<file path="config.mk">
export PLATFORM = sky130hd
export DESIGN_NAME = murmur3_32_stream_hash_unit
export DESIGN_NICKNAME = d
export VERILOG_FILES = /design/src/mm3_pkg.sv /design/src/mm3_front.sv /design/src/mm3_queue.sv /design/src/mm3_back.sv /design/src/murmur3_32_stream_hash_unit.sv
export SDC_FILE = /design/constraint.sdc
export NUM_CORES = 2
export LEC_CHECK = 0
export ABC_AREA = 1
export BUFFER_PORTS_ARGS = -buffer_cell sky130_fd_sc_hd__buf_2
export CAP_MARGIN = 20
export CORE_MARGIN = 2
export CORE_UTILIZATION = 30
export CTS_CLUSTER_SIZE = 20
export DETAILED_ROUTE_END_ITERATION = 8
export GPL_TIMING_DRIVEN = 1
export PLACE_DENSITY_LB_ADDON = 0.12
export SLEW_MARGIN = 20
export SYNTH_ARGS = -nofsm -noshare
export SYNTH_HDL_FRONTEND = slang
export SYNTH_SLANG_ARGS = --single-unit
</file>
<file path="constraint.sdc">
create_clock -name aclk -period 7.1 [get_ports aclk]
set_input_delay 0.71 -clock aclk [delete_from_list [all_inputs] [get_ports aclk]]
set_output_delay 0.71 -clock aclk [all_outputs]
set_load 0.005 [all_outputs]
</file>
<file path="src/mm3_pkg.sv">
`default_nettype none
package mm3_pkg;

    // Body scramble and mixing constants
    localparam logic [31:0] MIX_C1  = 32'hcc9e2d51;
    localparam logic [31:0] MIX_C2  = 32'h1b873593;
    localparam logic [31:0] MIX_ADD = 32'he6546b64;

    // fmix32 multipliers
    localparam logic [31:0] FIN_M1 = 32'h85ebca6b;
    localparam logic [31:0] FIN_M2 = 32'hc2b2ae35;

    // Bytes in a full word
    localparam logic [2:0] FULL_BYTES = 3'd4;

    // Queue between front and back
    localparam int QUEUE_DEPTH = 4;
    localparam int QUEUE_PTR_W = $clog2(QUEUE_DEPTH);
    localparam int QUEUE_CNT_W = $clog2(QUEUE_DEPTH + 1);

    // One scrambled word on its way to the back end
    typedef struct packed {
        logic [31:0] k;      // scrambled, masked data word
        logic [2:0]  count;  // valid bytes, 0..4
        logic        last;   // closes the message
    } mm3_entry_t;

    // Push side of the queue, driven by the front end
    typedef struct packed {
        logic       valid;
        mm3_entry_t entry;
    } mm3_push_t;

    function automatic logic [31:0] rotl15(input logic [31:0] x);
        rotl15 = {x[16:0], x[31:17]};
    endfunction

    function automatic logic [31:0] rotl13(input logic [31:0] x);
        rotl13 = {x[18:0], x[31:19]};
    endfunction

endpackage
`default_nettype wire

</file>
<file path="src/mm3_front.sv">
`default_nettype none
module mm3_front (
    input  wire logic              aclk,
    input  wire logic              aresetn,
    input  wire logic              s_tvalid,
    output logic                   s_tready,
    input  wire logic [39:0]       s_tdata,   // data_word[31:0], byte_count[34:32], zero pad
    input  wire logic              s_tlast,
    output mm3_pkg::mm3_push_t     push,
    input  wire logic              push_ready
);
    import mm3_pkg::*;

    logic [31:0] word_in;
    logic [2:0]  count_in;
    logic [2:0]  count_sat;
    logic [31:0] mask;
    logic        load1;
    logic        adv1;
    logic        push_go;

    logic        v1_reg, v1_next;
    logic [31:0] p1_reg;
    logic [2:0]  cnt1_reg;
    logic        last1_reg;

    logic        v2_reg, v2_next;
    logic [31:0] k2_reg;
    logic [2:0]  cnt2_reg;
    logic        last2_reg;

    assign word_in  = s_tdata[31:0];
    assign count_in = s_tdata[34:32];

    // Saturate count and mask off bytes above it
    always_comb begin
        count_sat = (count_in > FULL_BYTES) ? FULL_BYTES : count_in;
        case (count_sat)
            3'd0:    mask = 32'h0000_0000;
            3'd1:    mask = 32'h0000_00ff;
            3'd2:    mask = 32'h0000_ffff;
            3'd3:    mask = 32'h00ff_ffff;
            default: mask = 32'hffff_ffff;
        endcase
    end

    // Stage handshakes
    assign push_go  = v2_reg && push_ready;
    assign adv1     = v1_reg && (!v2_reg || push_go);
    assign s_tready = !v1_reg || adv1;
    assign load1    = s_tvalid && s_tready;

    assign v1_next = load1 ? 1'b1 : (adv1 ? 1'b0 : v1_reg);
    assign v2_next = adv1 ? 1'b1 : (push_go ? 1'b0 : v2_reg);

    always_ff @(posedge aclk) begin
        if (!aresetn) begin
            v1_reg <= 1'b0;
            v2_reg <= 1'b0;
        end else begin
            v1_reg <= v1_next;
            v2_reg <= v2_next;
        end
    end

    // Stage 1: k * C1
    always_ff @(posedge aclk) begin
        if (load1) begin
            p1_reg    <= (word_in & mask) * MIX_C1;
            cnt1_reg  <= count_sat;
            last1_reg <= s_tlast;
        end
    end

    // Stage 2: rotl 15, * C2
    always_ff @(posedge aclk) begin
        if (adv1) begin
            k2_reg    <= rotl15(p1_reg) * MIX_C2;
            cnt2_reg  <= cnt1_reg;
            last2_reg <= last1_reg;
        end
    end

    assign push.valid       = v2_reg;
    assign push.entry.k     = k2_reg;
    assign push.entry.count = cnt2_reg;
    assign push.entry.last  = last2_reg;

endmodule
`default_nettype wire

</file>
<file path="src/mm3_queue.sv">
`default_nettype none
module mm3_queue (
    input  wire logic               aclk,
    input  wire logic               aresetn,
    input  wire mm3_pkg::mm3_push_t push,
    output logic                    push_ready,
    output logic                    pop_valid,
    output mm3_pkg::mm3_entry_t     pop_entry,
    input  wire logic               pop_ready
);
    import mm3_pkg::*;

    mm3_entry_t               slot_reg [QUEUE_DEPTH];
    logic [QUEUE_PTR_W-1:0]   wr_ptr_reg, wr_ptr_next;
    logic [QUEUE_PTR_W-1:0]   rd_ptr_reg, rd_ptr_next;
    logic [QUEUE_CNT_W-1:0]   cnt_reg, cnt_next;
    logic                     do_push;
    logic                     do_pop;

    assign push_ready = (cnt_reg != QUEUE_CNT_W'(QUEUE_DEPTH));
    assign pop_valid  = (cnt_reg != '0);
    assign pop_entry  = slot_reg[rd_ptr_reg];

    assign do_push = push.valid && push_ready;
    assign do_pop  = pop_valid && pop_ready;

    // Pointer and fill count update
    always_comb begin
        wr_ptr_next = do_push ? wr_ptr_reg + 1'b1 : wr_ptr_reg;
        rd_ptr_next = do_pop ? rd_ptr_reg + 1'b1 : rd_ptr_reg;
        cnt_next    = cnt_reg;
        if (do_push && !do_pop) begin
            cnt_next = cnt_reg + 1'b1;
        end else if (do_pop && !do_push) begin
            cnt_next = cnt_reg - 1'b1;
        end
    end

    always_ff @(posedge aclk) begin
        if (!aresetn) begin
            wr_ptr_reg <= '0;
            rd_ptr_reg <= '0;
            cnt_reg    <= '0;
        end else begin
            wr_ptr_reg <= wr_ptr_next;
            rd_ptr_reg <= rd_ptr_next;
            cnt_reg    <= cnt_next;
        end
    end

    always_ff @(posedge aclk) begin
        if (do_push) begin
            slot_reg[wr_ptr_reg] <= push.entry;
        end
    end

endmodule
`default_nettype wire

</file>
<file path="src/mm3_back.sv">
`default_nettype none
module mm3_back (
    input  wire logic                aclk,
    input  wire logic                aresetn,
    input  wire logic                cfg_wr_en,
    input  wire logic [31:0]         cfg_wr_data,
    input  wire logic                pop_valid,
    input  wire mm3_pkg::mm3_entry_t pop_entry,
    output logic                     pop_ready,
    output logic                     m_tvalid,
    input  wire logic                m_tready,
    output logic [31:0]              m_tdata    // hash[31:0]
);
    import mm3_pkg::*;

    logic [31:0] seed_reg;
    logic [31:0] h_reg, h_next;
    logic [31:0] total_reg, total_next;
    logic        open_reg, open_next;

    logic [31:0] h_base;
    logic [31:0] total_base;
    logic [31:0] h_mix;
    logic [31:0] h_rot;
    logic [31:0] fin_in;
    logic        pop;

    logic        f0_v_reg, f1_v_reg, f2_v_reg, out_v_reg;
    logic [31:0] f0_reg, f1_reg, f2_reg, out_reg;
    logic        out_free, f2_go, f1_go, f0_go, f0_free;

    // Seed register
    always_ff @(posedge aclk) begin
        if (!aresetn) begin
            seed_reg <= '0;
        end else if (cfg_wr_en) begin
            seed_reg <= cfg_wr_data;
        end
    end

    // Finalization pipeline handshakes
    assign out_free  = !out_v_reg || m_tready;
    assign f2_go     = f2_v_reg && out_free;
    assign f1_go     = f1_v_reg && (!f2_v_reg || f2_go);
    assign f0_go     = f0_v_reg && (!f1_v_reg || f1_go);
    assign f0_free   = !f0_v_reg || f0_go;
    assign pop_ready = !pop_entry.last || f0_free;
    assign pop       = pop_valid && pop_ready;

    // Running hash update, one word per cycle; a last word waits for a free first fmix32 stage
    always_comb begin
        h_base     = open_reg ? h_reg : seed_reg;
        total_base = open_reg ? total_reg : 32'd0;
        h_mix      = h_base ^ pop_entry.k;
        h_rot      = rotl13(h_mix);
        h_next     = h_reg;
        total_next = total_reg;
        open_next  = open_reg;
        if (pop) begin
            if (pop_entry.count == FULL_BYTES) begin
                h_next = (h_rot << 2) + h_rot + MIX_ADD;
            end else if (pop_entry.count != 3'd0) begin
                h_next = h_mix;
            end else begin
                h_next = h_base;
            end
            total_next = total_base + {29'd0, pop_entry.count};
            open_next  = !pop_entry.last;
        end
        fin_in = h_next ^ total_next;
    end

    always_ff @(posedge aclk) begin
        if (!aresetn) begin
            h_reg     <= '0;
            total_reg <= '0;
            open_reg  <= 1'b0;
        end else begin
            h_reg     <= h_next;
            total_reg <= total_next;
            open_reg  <= open_next;
        end
    end

    // Valid bits of fmix32 stages
    always_ff @(posedge aclk) begin
        if (!aresetn) begin
            f0_v_reg  <= 1'b0;
            f1_v_reg  <= 1'b0;
            f2_v_reg  <= 1'b0;
            out_v_reg <= 1'b0;
        end else begin
            if (pop && pop_entry.last) begin
                f0_v_reg <= 1'b1;
            end else if (f0_go) begin
                f0_v_reg <= 1'b0;
            end
            if (f0_go) begin
                f1_v_reg <= 1'b1;
            end else if (f1_go) begin
                f1_v_reg <= 1'b0;
            end
            if (f1_go) begin
                f2_v_reg <= 1'b1;
            end else if (f2_go) begin
                f2_v_reg <= 1'b0;
            end
            if (f2_go) begin
                out_v_reg <= 1'b1;
            end else if (m_tready) begin
                out_v_reg <= 1'b0;
            end
        end
    end

    // fmix32 data path: xorshift, multiply, xorshift, multiply, xorshift
    always_ff @(posedge aclk) begin
        if (pop && pop_entry.last) begin
            f0_reg <= fin_in ^ (fin_in >> 16);
        end
        if (f0_go) begin
            f1_reg <= f0_reg * FIN_M1;
        end
        if (f1_go) begin
            f2_reg <= (f1_reg ^ (f1_reg >> 13)) * FIN_M2;
        end
        if (f2_go) begin
            out_reg <= f2_reg ^ (f2_reg >> 16);
        end
    end

    assign m_tvalid = out_v_reg;
    assign m_tdata  = out_reg;

`ifndef NO_ASSERTIONS
    a_last_closes: assert property (@(posedge aclk) disable iff (!aresetn)
        pop && pop_entry.last |=> !open_reg)
        else $error("message still open after last word");

    a_body_opens: assert property (@(posedge aclk) disable iff (!aresetn)
        pop && !pop_entry.last |=> open_reg)
        else $error("message not open after body word");

    a_count_range: assert property (@(posedge aclk) disable iff (!aresetn)
        pop |-> pop_entry.count <= FULL_BYTES)
        else $error("byte count above four reached back end");

    a_last_fin: assert property (@(posedge aclk) disable iff (!aresetn)
        pop && pop_entry.last |=> f0_v_reg)
        else $error("last word did not enter finalization");
`endif

endmodule
`default_nettype wire

</file>
<file path="src/murmur3_32_stream_hash_unit.sv">
`default_nettype none
// MurmurHash3 x86_32 over a byte stream of little-endian 32-bit words.
// Input words arrive on s_tvalid/s_tready with s_tdata holding the data word
// in bits 31:0 and its valid byte count (0..4, above 4 counts as 4) in bits
// 34:32; s_tlast marks the final word of a message. Every word but the last
// should carry 4 bytes; a short word takes the tail mixing.
// Each finished message gives one word on m_tvalid/m_tready: the hash.
// The seed is written through cfg_wr_en/cfg_wr_data; the user must write it only while the
// unit is idle, which the unit does not enforce. It is loaded at the first word of each message.
// Throughput: one word per cycle while m_tready keeps the pipeline moving. The front
// end scrambles each word in a two-stage multiply pipeline, a four-entry queue decouples
// it from the back end, which folds one word per cycle into the running hash but holds a
// last word until the first fmix32 stage is free. An accepted last word passes the 2
// scramble stages, queue, hash update, 2 fmix32 multiply stages and output, then m_tvalid rises.
// When m_tready is low the result holds and the pipeline backs up; the queue
// keeps accepting words until it and the scramble stages are full.
// Reset clears the seed, the running hash, the byte total and all valid bits.
module murmur3_32_stream_hash_unit (
    input  wire logic        aclk,
    input  wire logic        aresetn,
    input  wire logic        cfg_wr_en,
    input  wire logic [31:0] cfg_wr_data,   // seed[31:0]
    input  wire logic        s_tvalid,
    output logic             s_tready,
    input  wire logic [39:0] s_tdata,       // data_word[31:0], byte_count[34:32], zero pad
    input  wire logic        s_tlast,
    output logic             m_tvalid,
    input  wire logic        m_tready,
    output logic [31:0]      m_tdata        // hash[31:0]
);
    import mm3_pkg::*;

    mm3_push_t  push;
    logic       push_ready;
    logic       pop_valid;
    mm3_entry_t pop_entry;
    logic       pop_ready;

    mm3_front u_front (
        .aclk       (aclk),
        .aresetn    (aresetn),
        .s_tvalid   (s_tvalid),
        .s_tready   (s_tready),
        .s_tdata    (s_tdata),
        .s_tlast    (s_tlast),
        .push       (push),
        .push_ready (push_ready)
    );

    mm3_queue u_queue (
        .aclk       (aclk),
        .aresetn    (aresetn),
        .push       (push),
        .push_ready (push_ready),
        .pop_valid  (pop_valid),
        .pop_entry  (pop_entry),
        .pop_ready  (pop_ready)
    );

    mm3_back u_back (
        .aclk        (aclk),
        .aresetn     (aresetn),
        .cfg_wr_en   (cfg_wr_en),
        .cfg_wr_data (cfg_wr_data),
        .pop_valid   (pop_valid),
        .pop_entry   (pop_entry),
        .pop_ready   (pop_ready),
        .m_tvalid    (m_tvalid),
        .m_tready    (m_tready),
        .m_tdata     (m_tdata)
    );

endmodule
`default_nettype wire

</file>
== Word-level counts from Yosys, hierarchy flattened ==
Memories as Yosys holds them, arrays and structs flattened. A register that Yosys moved wholly into a read port is not among the register bits.
Index checks and enable logic that the tools add are counted.
Cells by class
  add/sub/neg operators: 7
  multipliers: 4
  div/mod/pow operators: 0
  $lt $le $gt $ge: 1
  equal/unequal tests: 5
  shift operators: 0
  mux-type cells: 26
  bitwise gates (word level): 6
  reductions and logical operators: 36
Operator list (number)
  32-bit 2-to-1 mux: 6
  32-bit one-hot mux with 4 select lines: 1
  32-bit by 31-bit multiplier with 32-bit output (second input constant): 2
  32-bit by 16-bit XOR with 32-bit output: 2
  32-bit XOR: 2
  32-bit by 3-bit adder with 32-bit output: 1
  32-bit adder: 1
  32-bit adder (second input constant): 1
  32-bit bitwise AND: 1
  32-bit by 29-bit multiplier with 32-bit output (second input constant): 1
  32-bit by 32-bit multiplier with 32-bit output (second input constant): 1
  32-bit by 19-bit XOR with 32-bit output: 1
  1-bit 2-to-1 mux: 14
  2-bit nonzero test: 7
  1-bit logical AND: 10
  1-bit logical NOT: 9
  3-bit 2-to-1 mux: 3
  1-bit logical OR: 7
  3-bit by 2-bit == test with 1-bit output (second input constant): 2
  3-bit nonzero test: 2
  2-bit by 1-bit adder with 2-bit output (second input constant): 2
  2-bit 2-to-1 mux: 2
  3-bit by 1-bit adder with 3-bit output (second input constant): 1
  3-bit by 1-bit == test with 1-bit output (second input constant): 1
  5 further kinds: 5
Storage, ports and cells
  flip-flop bits (word level): 310
  bits in latches: 0
  bits in writable memories: 144
  ROM bits: 0
  input port bits: 78
  output and inout port bits: 34
  logic and storage cells: 109
  memories: 1
Memories
  u_queue.slot_reg: words 4, bits a word 36, read ports 1, clocked after Yosys merged registers in 1, wr ports 1, RTL line mm3_queue.sv:13  | mm3_entry_t slot_reg [QUEUE_DEPTH];

== Depth between registers and ports, before layout ==
  word-level depth: 13
  depth in mapped cells: 35
  mapped depth without buffers: 35

== Modules after synthesis ==
From an unflattened synthesis, not the netlist that was laid out.
Second synthesis, totals
  cell total of the unflattened synthesis: 6388
  area, all modules: 56960.9 um^2
By module, submodules not included
  mm3_back: instances 1, cells an instance 3853, area each 31804.3 um^2, sequential area each 5865.6 um^2
  mm3_front: instances 1, cells an instance 2119, area each 19258.5 um^2, sequential area each 2202.1 um^2
  mm3_queue: instances 1, cells an instance 416, area each 5898.2 um^2, sequential area each 4504.3 um^2

== Worst setup path before layout ==
OpenSTA, ideal clock, no wires.
  kind: input-to-reg
  from: input port s_tdata[33]
  to: register u_front.p1_reg[25] (data pin)
  arrival time: 6.435 ns
  slack: 0.400 ns
  stages: 28
  cell sequence: inv_1 -> nand2_1 -> nand2_1 -> inv_1 -> ha_1 -> xnor2_1 -> inv_1 -> ha_1 -> inv_1 -> nand2_1 -> fa_1 -> inv_1 -> fa_1 -> fa_1 -> inv_1 -> fa_1 -> inv_1 -> fa_1 -> inv_1 -> ha_1 -> ha_1 -> a21oi_1 -> o21ai_0 -> a21oi_1 -> o21ai_0 -> a21boi_0 -> o21ai_0 -> xor2_1
Between the ends
  cells in the longest elaborated chain, start to end: 6
RTL lines
  start: declaration: RTL line murmur3_32_stream_hash_unit.sv:25  | input wire logic [39:0] s_tdata,
  3-bit greater-than comparator: RTL line mm3_front.sv:37  | count_sat = (count_in > FULL_BYTES) ? FULL_BYTES : count_in;
  3-bit 2-to-1 mux (*): RTL line mm3_front.sv:37
  3-bit by 2-bit == test with 1-bit output (tied with other cells): RTL line mm3_front.sv:38  | case (count_sat)
  32-bit one-hot mux with 4 select lines (*): RTL line mm3_front.sv:38
  32-bit bitwise AND (*): RTL line mm3_front.sv:69  | p1_reg <= (word_in & mask) * MIX_C1;
  32-bit by 31-bit multiplier with 32-bit output (*): RTL line mm3_front.sv:69
  end signal: assignment: RTL line mm3_front.sv:69
  end: declaration: RTL line mm3_front.sv:23  | logic [31:0] p1_reg;
Mark *: on every way between the ends. The rest lies on a longest branch, timed or not.
A chain may end at the register's enable or synchronous reset.

== Worst setup path in the final report ==
  from: register u_back.f1_reg[18]
  to: register u_back.f2_reg[31] (data pin)
Between the ends
  cells in the longest elaborated chain, start to end: 2
RTL lines
  start: declaration: RTL line mm3_back.sv:29  | logic [31:0] f0_reg, f1_reg, f2_reg, out_reg;
  start signal: assignment: RTL line mm3_back.sv:122  | f1_reg <= f0_reg * FIN_M1;
  32-bit by 19-bit XOR with 32-bit output: RTL line mm3_back.sv:125  | f2_reg <= (f1_reg ^ (f1_reg >> 13)) * FIN_M2;
  32-bit by 31-bit multiplier with 32-bit output: RTL line mm3_back.sv:125
  end signal: assignment: RTL line mm3_back.sv:125
  end: declaration: RTL line mm3_back.sv:29
No other way between the ends.

==> impl_metrics.prom <==
# TYPE chip_impl_metric gauge
chip_impl_info{name="status",value="finished, final reports clean"} 1
chip_impl_metric{name="global_route_wire_length_before_repair",unit="um"} 261000
chip_impl_metric{name="met1_usage",unit=""} 0.243
chip_impl_metric{name="number_of_routed_nets_with_antenna_violations",unit=""} 0
chip_impl_metric{name="setup_viol",unit=""} 0
chip_impl_metric{name="met2_usage_grt",unit=""} 0.308
chip_impl_metric{name="dp_cells",unit=""} 8987
chip_impl_metric{name="fmax",unit="MHz"} 146
chip_impl_metric{name="synth.distinct_cells",unit=""} 59
chip_impl_info{name="most_instantiated_library_cell_after_synthesis",value="inv_1"} 1
chip_impl_metric{name="hold-path-cell-count",unit=""} 3
chip_impl_metric{name="tritoncts.num_buffers",unit=""} 56
chip_impl_metric{name="drv_slew",unit=""} 0
chip_impl_metric{name="yosys_register_bits",unit=""} 456
chip_impl_metric{name="grt_max_degree",unit=""} 74
chip_impl_metric{name="place.detailed.hpwl",unit="um"} 151000
chip_impl_metric{name="placement_rows",unit=""} 159
chip_impl_info{name="regToRegStartpoint",value="u_back.f1_reg[18]"} 1
chip_impl_metric{name="worst-endpoint-arrival",unit="ps"} 7200
chip_impl_info{name="synth.largest_area_cell",value="fa_1"} 1
chip_impl_metric{name="layout-area-overhead-vs-synth",unit="%"} 12.6
chip_impl_info{name="ys_top_cells_by_area",value="fa_1 26%, edfxtp_1 18%, ha_1 18%"} 1
chip_impl_metric{name="drt_pre_antenna_iters",unit=""} 5
chip_impl_metric{name="finClkSkew",unit="ps"} 31.2
chip_impl_info{name="busiest_layer",value="met2"} 1
chip_impl_metric{name="period_minus_slack",unit="ps"} 6830
chip_impl_metric{name="r2r_cells",unit=""} 24
chip_impl_metric{name="final_cell_count_without_fillers",unit=""} 9092
chip_impl_metric{name="grt.total_usage",unit=""} 0.182
chip_impl_metric{name="synth_fp_nets",unit=""} 7841
chip_impl_info{name="hp-class",value="input pin to register"} 1
chip_impl_metric{name="gate_count_of_the_mapped_netlist",unit=""} 6225
chip_impl_info{name="cp-end-kind",value="register"} 1
chip_impl_metric{name="clock_latency",unit="ps"} 660
chip_impl_metric{name="gp_routability_congestion",unit=""} 0.904
chip_impl_metric{name="initial_core_util",unit=""} 0.301
chip_impl_metric{name="maxSlewHeadroom",unit=""} 0.367
chip_impl_metric{name="ys_async_sr_fraction",unit=""} 0
chip_impl_metric{name="grt_antenna_before_repair",unit=""} 2
chip_impl_metric{name="fillerInstances",unit=""} 19700
chip_impl_metric{name="worst-endpoint-required",unit="ps"} 7470
chip_impl_metric{name="cts_sinks",unit=""} 456
chip_impl_metric{name="drcViolationCount",unit=""} 0
chip_impl_metric{name="avgSynthCellArea",unit="um2"} 9.06
chip_impl_metric{name="totalWireLength",unit="um"} 172000
chip_impl_metric{name="h-tree-depth",unit=""} 2
chip_impl_metric{name="cts-hold-fix-buffers",unit=""} 0
chip_impl_metric{name="drive_gt1_frac",unit=""} 0.0770
chip_impl_metric{name="buffer_ports.inserted",unit=""} 106
chip_impl_metric{name="layout.area.seq",unit="um2"} 12600
chip_impl_metric{name="io-pin-count",unit=""} 112
chip_impl_metric{name="worst_pin_slew",unit="ps"} 950
chip_impl_metric{name="design.core.area",unit="um2"} 187000
chip_impl_metric{name="grt.met3_usage",unit=""} 0.0195
chip_impl_metric{name="grt_overflow_total",unit=""} 0
chip_impl_metric{name="chipWidth",unit="um"} 438
chip_impl_metric{name="first_global_vias",unit=""} 42300
chip_impl_metric{name="viasPerCell",unit=""} 4.42
chip_impl_info{name="synth_common_cells",value="1618 x inv_1, 995 x nand2_1, 812 x ha_1"} 1
chip_impl_metric{name="yosys.area.top_type_share",unit=""} 0.258
chip_impl_metric{name="clkTransAtPathRegs",unit="ps"} 60
chip_impl_info{name="timing.rr.end",value="u_back.f2_reg[31]"} 1
chip_impl_metric{name="largest_register_ffs",unit=""} 144
chip_impl_metric{name="synth.yosys.seq_area_share",unit=""} 0.223
chip_impl_metric{name="area_of_the_mapped_netlist",unit="um2"} 56400
chip_impl_info{name="postSynth.topFlopCell",value="edfxtp_1"} 1
chip_impl_metric{name="dr_total_vias",unit=""} 40200
chip_impl_metric{name="hold_violations",unit=""} 0
chip_impl_info{name="min-delay-start",value="cfg_wr_data[1]"} 1
chip_impl_metric{name="drt-wirelength-per-cell",unit="um"} 18.9
chip_impl_metric{name="timing.final.crit_share",unit=""} 0.962
chip_impl_metric{name="timing.max_cap.violations",unit=""} 0
chip_impl_metric{name="die_area",unit="um2"} 192000
chip_impl_metric{name="die_outline_height",unit="um"} 438
chip_impl_info{name="grt_setup_unrepaired",value="yes"} 1
chip_impl_metric{name="yosys_warnings",unit=""} 0
chip_impl_metric{name="edff_count_synth",unit=""} 344
chip_impl_metric{name="finalNetCount",unit=""} 8169
chip_impl_metric{name="initialDrtViolationCount",unit=""} 2113
chip_impl_info{name="ctsRootBufferMaster",value="clkbuf_16"} 1
chip_impl_metric{name="crit_path_max_fanout",unit=""} 4
chip_impl_info{name="worst_setup_path_start_kind",value="register"} 1
chip_impl_info{name="critPathKind",value="register to register"} 1
chip_impl_metric{name="cts-root-to-sink-buffers",unit=""} 3
chip_impl_metric{name="multi_input_comb_area",unit="um2"} 37400
chip_impl_info{name="cts_tree",value="yes"} 1
chip_impl_info{name="whs_endpoint",value="u_back.seed_reg[1]"} 1
chip_impl_metric{name="r2r_slack",unit="ps"} 270
-- stage by stage --
step	instance area [um2]	setup WS (ps)	hold WS (ps)	setup TNS (ps)	utilization
3_5_place_dp	61500	3.12	409	0	0.328
2_1_floorplan	56400	400	400	0	-
4_1_cts	63400	42.1	208	0	0.339
5_1_grt	63500	-75.2	243	-75.2	0.339
6_report	63600	269	269	0	0.339
3_3_place_gp	61500	-44.0	407	-44.0	0.328
-- routing by layer --
metal | up-vias | wire [um]
met4 | 2 | 5460
met5 | - | 13
li1 | 19900 | -
met3 | 159 | 5800
met2 | 585 | 83100
met1 | 19500 | 77900
-- cells by family (layout without fill, tap and decap cells) --
kind of cell	after synthesis	after routing	share of synthesized area
fa+ha+maj	1538	1538	0.438
buf+inv	1704	2074	0.116
xor+xnor	301	301	0.0473
other cells	0	2	0
flops	456	456	0.223
mux	18	18	0.00319
simple gates	1729	1729	0.126
compound gates	479	479	0.0465
-- cell usage in the layout (no fill, tap or decap), types with 9 or more instances in the layout --
cell type  count
ha_1         811
clkbuf_16     58
inv_2         11
mux2i_1       18
o21bai_1      16
inv_1       1617
buf_4        234
o21ai_0      154
nor3_1        37
xor2_1       160
a21oi_1      220
nand2_1      995
buf_2        106
nand3_1      252
o211ai_1       9
o21ai_1       26
xnor2_1      130
a21o_1        10
nor2_1       349
fa_1         726
nor2_2         9
nand4_1       32
dfxtp_1      110
edfxtp_1     344
nand3b_1       9
-- critical path: stages (launching register included) --
cell	delay, ps
edfxtp_1	510
xnor2_2	260
inv_1	150
ha_1	340
fa_1	480
inv_1	90
fa_1	550
inv_1	50
fa_1	490
inv_1	50
fa_1	550
fa_1	560
inv_1	80
fa_1	510
fa_1	440
ha_1	340
nand2_1	90
nor2_2	170
nand2_1	100
nor3_1	140
nand2_1	80
o211ai_1	120
buf_4	180
nand3b_1	100
nand2_1	100
-- cell type report --
type | count | area share
Timing Repair Buffer | 342 | 0.0366
Clock inverter | 31 | 0.00683
Tap cell | 2495 | 0.0491
Sequential cell | 456 | 0.198
Clock buffer | 69 | 0.0240
Inverter | 1632 | 0.0965
Antenna cell | 2 | 0.0000788
Multi-Input combinational cell | 4065 | 0.589
-- how the worst max path moves through the flow --
stage / slack, ps / cells past startpoint / start / to
2_1_floorplan: 400 / 28 / s_tdata[33] / u_front.p1_reg[25]
5_1_grt: -80 / 24 / u_back.f1_reg[17] / u_back.f2_reg[31]
4_1_cts: 40 / 22 / u_back.f1_reg[15] / u_back.f2_reg[31]
3_5_place_dp: 3 / 24 / s_tdata[34] / u_front.p1_reg[30]
6_report: 270 / 24 / u_back.f1_reg[18] / u_back.f2_reg[31]
3_3_place_gp: -40 / 33 / s_tdata[34] / u_front.p1_reg[27]
-- repair_timing --
action / in CTS / in global routing
setup endpoints to repair: 0 / 7
setup buffers: 0 / 3
resized for setup: 0 / 13
Power is not shown: default switching activity piles up to over one toggle a cycle in this logic, so the estimate is an artifact.
